==> src/sv/segment_intersection_classifier_macros.svh <==
// Assertion macros for the segment intersection classifier.
// Included by the top level; expects clk_i and rst_ni in scope.
`ifndef SEGMENT_INTERSECTION_CLASSIFIER_MACROS_SVH
`define SEGMENT_INTERSECTION_CLASSIFIER_MACROS_SVH
`ifndef SYNTHESIS
`define SIC_ASSERT_NOW(lbl, ante, cons, msg) \
  lbl: assert property (@(posedge clk_i) disable iff (!rst_ni) (ante) |-> (cons)) \
    else $error(msg);
`define SIC_ASSERT_NEXT(lbl, ante, cons, msg) \
  lbl: assert property (@(posedge clk_i) disable iff (!rst_ni) (ante) |=> (cons)) \
    else $error(msg);
`else
`define SIC_ASSERT_NOW(lbl, ante, cons, msg)
`define SIC_ASSERT_NEXT(lbl, ante, cons, msg)
`endif
`endif

==> src/sv/sic_pkg.sv <==
// Shared types and constants for the segment intersection classifier.
// No dependencies; imported by every module of the block.
package sic_pkg;

  localparam int DIFF_W  = 33;  // coordinate difference
  localparam int PROD_W  = 66;  // product of two differences
  localparam int CROSS_W = 67;  // cross product, signed
  localparam int MAG_W   = 66;  // cross product magnitude
  localparam int NUM_W   = 99;  // dividend magnitude
  localparam int QUO_W   = 33;  // quotient bits kept before clamping
  localparam int DIV_LAT = QUO_W + 1;
  localparam int FRAC_W  = 16;
  localparam int SUM_W   = 36;

  localparam logic REG_THRESHOLD = 1'b0;

  typedef enum logic [2:0] {
    ST_PARALLEL = 3'd0,
    ST_INSIDE   = 3'd1,
    ST_COINCIDE = 3'd2,
    ST_OUT_A    = 3'd3,
    ST_OUT_B    = 3'd4,
    ST_OUT_BOTH = 3'd5
  } status_e;

  typedef struct packed {
    status_e            status;
    logic signed [31:0] x1;
    logic signed [31:0] y1;
    logic signed [31:0] mid_x;
    logic signed [31:0] mid_y;
    logic [MAG_W-1:0]   den_mag;
    logic [MAG_W-1:0]   na_mag;
    logic [MAG_W-1:0]   nb_mag;
    logic               den_neg;
    logic               na_neg;
    logic               nb_neg;
    logic [DIFF_W-1:0]  dx_mag;
    logic [DIFF_W-1:0]  dy_mag;
    logic               dx_neg;
    logic               dy_neg;
  } sic_entry_t;

  function automatic logic signed [31:0] sat32(input logic signed [SUM_W-1:0] v);
    logic signed [31:0] r;
    if (v > SUM_W'(64'sd2147483647)) begin
      r = 32'sh7fffffff;
    end else if (v < -SUM_W'(64'sd2147483648)) begin
      r = 32'sh80000000;
    end else begin
      r = v[31:0];
    end
    return r;
  endfunction

endpackage

==> src/sv/sic_queue.sv <==
// Two-entry queue between the front and back parts.
// Depends on sic_pkg for the entry type; the back part drains it every cycle.
module sic_queue import sic_pkg::*; (
  input  logic       clk_i,
  input  logic       rst_ni,
  input  logic       push_i,
  input  sic_entry_t entry_i,
  output logic       full_o,
  output logic       valid_o,
  output sic_entry_t entry_o
);

  sic_entry_t mem_q [2];
  logic       wr_q, rd_q;
  logic [1:0] cnt_q;
  logic       pop;

  assign valid_o = (cnt_q != 2'd0);
  assign full_o  = (cnt_q == 2'd2);
  assign pop     = valid_o;
  assign entry_o = mem_q[rd_q];

  // Store a request
  always_ff @(posedge clk_i) begin
    if (push_i) begin
      mem_q[wr_q] <= entry_i;
    end
  end

  // Track pointers and fill level
  always_ff @(posedge clk_i or negedge rst_ni) begin
    if (!rst_ni) begin
      wr_q  <= 1'b0;
      rd_q  <= 1'b0;
      cnt_q <= 2'd0;
    end else begin
      if (push_i) begin
        wr_q <= !wr_q;
      end
      if (pop) begin
        rd_q <= !rd_q;
      end
      cnt_q <= cnt_q + 2'(push_i) - 2'(pop);
    end
  end

endmodule

==> config.mk <==
export PLATFORM = sky130hd
export DESIGN_NAME = sic_queue
export DESIGN_NICKNAME = d
export VERILOG_FILES = /design/src/sv/segment_intersection_classifier_macros.svh /design/src/sv/sic_pkg.sv /design/src/sv/sic_queue.sv
export SDC_FILE = /design/constraint.sdc
export NUM_CORES = 1
export LEC_CHECK = 0
export BUFFER_PORTS_ARGS = -buffer_cell sky130_fd_sc_hd__buf_2
export CAP_MARGIN = 5
export CELL_PAD_IN_SITES_DETAIL_PLACEMENT = 1
export CELL_PAD_IN_SITES_GLOBAL_PLACEMENT = 1
export CORE_AREA = 2 2 310 312
export CTS_BUF_LIST = sky130_fd_sc_hd__clkbuf_4
export CTS_CLUSTER_SIZE = 30
export DETAILED_ROUTE_END_ITERATION = 7
export DIE_AREA = 0 0 312 314
export PLACE_DENSITY = 0.68
export SLEW_MARGIN = 15
export SYNTH_ARGS = -nofsm -noshare
export SYNTH_HDL_FRONTEND = slang
export SYNTH_SLANG_ARGS = --single-unit
==> constraint.sdc <==
create_clock -name clk_i -period 26.5 [get_ports clk_i]
set_input_delay 3.975 -clock clk_i [delete_from_list [all_inputs] [get_ports clk_i]]
set_output_delay 3.975 -clock clk_i [all_outputs]
set_load 0.1 [all_outputs]
==> flow_metrics.py <==
metrics = {
    "hold_path": {
        "hold_depth": 1,
        "hold_class": "register to register",
    },
    "clock_tree": {
        "cts_tree": "built",
        "cts_hold_buf": 0,
        "postCtsSetupBuffers": 0,
        "cts_resized": 0,
        "insertion_delay_ns": 1.05,
        "clock-root-buffer": "clkbuf_4",
        "numCtsBuffers": 205,
        "htree_levels": 4,
        "clock_sink_count": 804,
        "clkSlewWorstSetupHoldPaths_ns": 0.06,
        "cts_max_path_buffers": 3,
    },
    "timing": {
        "tns_ns": 0,
        "finalClockSkew_ns": 0.04046,
        "hold_viol_final": 0,
        "worst_slew_pin_slew_ns": 1.117,
        "finalCriticalPeriod_ns": 10.23,
        "setup_violations": 0,
        "fmax_ghz": 0.09772,
        "slew_headroom_pct": 25.51,
        "slew_viol_final": 0,
        "rsz0062_at_grt": "no",
        "fin_crit_sh_pct": 38.62,
    },
    "route": {
        "vias": 15907,
        "ant_nets": 0,
        "firstDrtPassIters": 5,
        "wl_per_cell_um": 20.76,
        "drc": 0,
        "drtIter0Drc": 835,
        "vias_per_cell": 4.344,
        "drt-total-wl_um": 76020,
    },
    "logic_synthesis": {
        "netlist.area_leader.share_pct": 77.39,
        "synth-edff-count": 800,
        "netlist_top_cells_area": "edfxtp_1 (77%), mux2_4 (19%), buf_12 (2.8%)",
        "syn-instance-count": 1259,
        "synth-seq-cells": 804,
        "synth_cell_types": 14,
        "ys.flop_type": "edfxtp_1",
        "synthArstFlopShare_pct": 0.4975,
        "yosysWarnings": 0,
        "yosysSeqAreaShare_pct": 77.71,
        "netlist_area_um2": 31040,
        "avgSynthCellArea_um2": 24.66,
        "syn-num-nets": 1663,
        "ys_top_cells_by_count": "edfxtp_1 (800), mux2_4 (390), buf_12 (43)",
        "synth.most_common_cell": "edfxtp_1",
        "yosysTopAreaCell": "edfxtp_1",
    },
    "grt": {
        "grt_pass1_vias": 17631,
        "antenna_found_initial": 34,
        "grt_max_degree": 148,
        "grt_first_pass_wirelength_um": 109600,
        "grt-ovfl-total": 0,
        "grt_use_total_pct": 15.01,
    },
    "die": {
        "dieArea_um2": 97970,
        "die_w_um": 312,
        "core_area_um2": 94450,
        "die_h_um": 314,
        "row_count": 113,
        "ios": 805,
        "start_util_pct": 32.87,
    },
    "layout": {
        "area_growth_pct": 23.83,
        "fillers": 9598,
        "nNetsFinal": 2646,
        "drive_gt1_share_pct": 64.46,
    },
    "critical_path": {
        "crit_arrival_ns": 6.26,
        "crit_type": "register to primary output",
        "critPathLaunchType": "register",
        "r2r_cells": 4,
        "critPathMaxFanout": 59,
        "critPathCaptureType": "primary output",
        "cp.required_ns": 22.52,
    },
    "status": {
        "outcome": "finished clean",
    },
    "place": {
        "dpl.hpwl_um": 52720,
        "gp_congestion": 0.8402,
        "portBuffers": 804,
    },
    "job": {
        "maxCapViolCount": 0,
    },
}
==> critical path, cell delays in order (launching register included) <==
cell,delay (ns)
dfrtp_4,1.11
buf_4,0.83
buf_4,0.78
buf_4,0.71
buf_4,0.85
mux2_4,0.31
buf_2,0.42
==> path summary, 6_finish.rpt <==
| check | start | end | slack [ns] |
|---|---|---|---|
| worst max-delay path | rd_q$_DFFE_PN0P_ | entry_o[210] | 16.27 |
| worst min-delay path | wr_q$_DFFE_PN0P_ | wr_q$_DFFE_PN0P_ | 0.56 |
| worst max register to register | wr_q$_DFFE_PN0P_ | mem_q[0][231]$_DFFE_PP_ | 23.12 |
| worst min register to register | wr_q$_DFFE_PN0P_ | wr_q$_DFFE_PN0P_ | 0.56 |
| max in group asynchronous | rst_ni | rd_q$_DFFE_PN0P_ | 23.60 |
| min in group asynchronous | rst_ni | cnt_q[1]$_DFF_PN0_ | 2.76 |
==> metal layers <==
metal | share of wire (%) | up-vias | GRT usage [%]
met4 | 3.1 | 24 | 7.212
li1 | - | 7152 | -
met1 | 34 | 7852 | 14.82
met2 | 54 | 708 | 26.76
met5 | 0.17 | - | 0
met3 | 9.1 | 171 | 6.719
==> cell families (layout without fill, tap and decap cells) <==
| group | count (synthesis) | after routing | share of synthesized area [%] |
|---|---|---|---|
| other cells | 0 | 25 | 0 |
| simple gates | 6 | 6 | 0.1129 |
| xor+xnor | 3 | 3 | 0.08466 |
| buf+inv | 45 | 1158 | 2.825 |
| mux | 400 | 400 | 19.23 |
| fa+ha+maj | 1 | 1 | 0.04030 |
| flops | 804 | 804 | 77.71 |
==> registers in the layout, summed over array words and instances (netlist names) <==
name   cells
mem_q    800
rd_q       1
wr_q       1
cnt_q      2
==> cell type report <==
class                   instances  area, um2  share of cell area, %
flip-flops and latches        804      24130                  62.77
multi-input cells             410       6052                  15.74
repair buffers                821       4177                  10.87
clock buffers                 292       2192                  5.703
well taps                    1265       1583                  4.118
clock inverters                45      246.5                 0.6412
diodes                         25      62.56                 0.1627
==> cells in the final DEF, fill, tap and decap left out, drive strengths merged <==
| cell | instances |
|---|---|
| clkbuf | 292 |
| nand2 | 1 |
| or2 | 1 |
| inv | 4 |
| clkinvlp | 2 |
| diode | 25 |
| xnor2 | 1 |
| clkinv | 37 |
| edfxtp | 800 |
| dfrtp | 4 |
| mux2 | 400 |
| xor2 | 2 |
| bufinv | 2 |
| buf | 821 |
| and2 | 1 |
| nor2b | 3 |
| ha | 1 |
==> stage by stage <==
step	hold slack (ns)	instances	setup slack [ns]	instance area [um2]	utilization [%]
2_1_floorplan	0.4555	1259	4.140	31040	-
3_3_place_gp	0.5273	3300	17.43	35940	38.05
3_5_place_dp	0.5567	3300	17.28	35940	38.05
4_1_cts	0.5688	3637	16.05	38380	40.63
5_1_grt	0.6067	3659	15.86	38430	40.69
6_report	0.5607	3662	16.27	38440	40.70
Power is not shown: default switching activity piles up to over one toggle a cycle in this logic, so the estimate is an artifact.
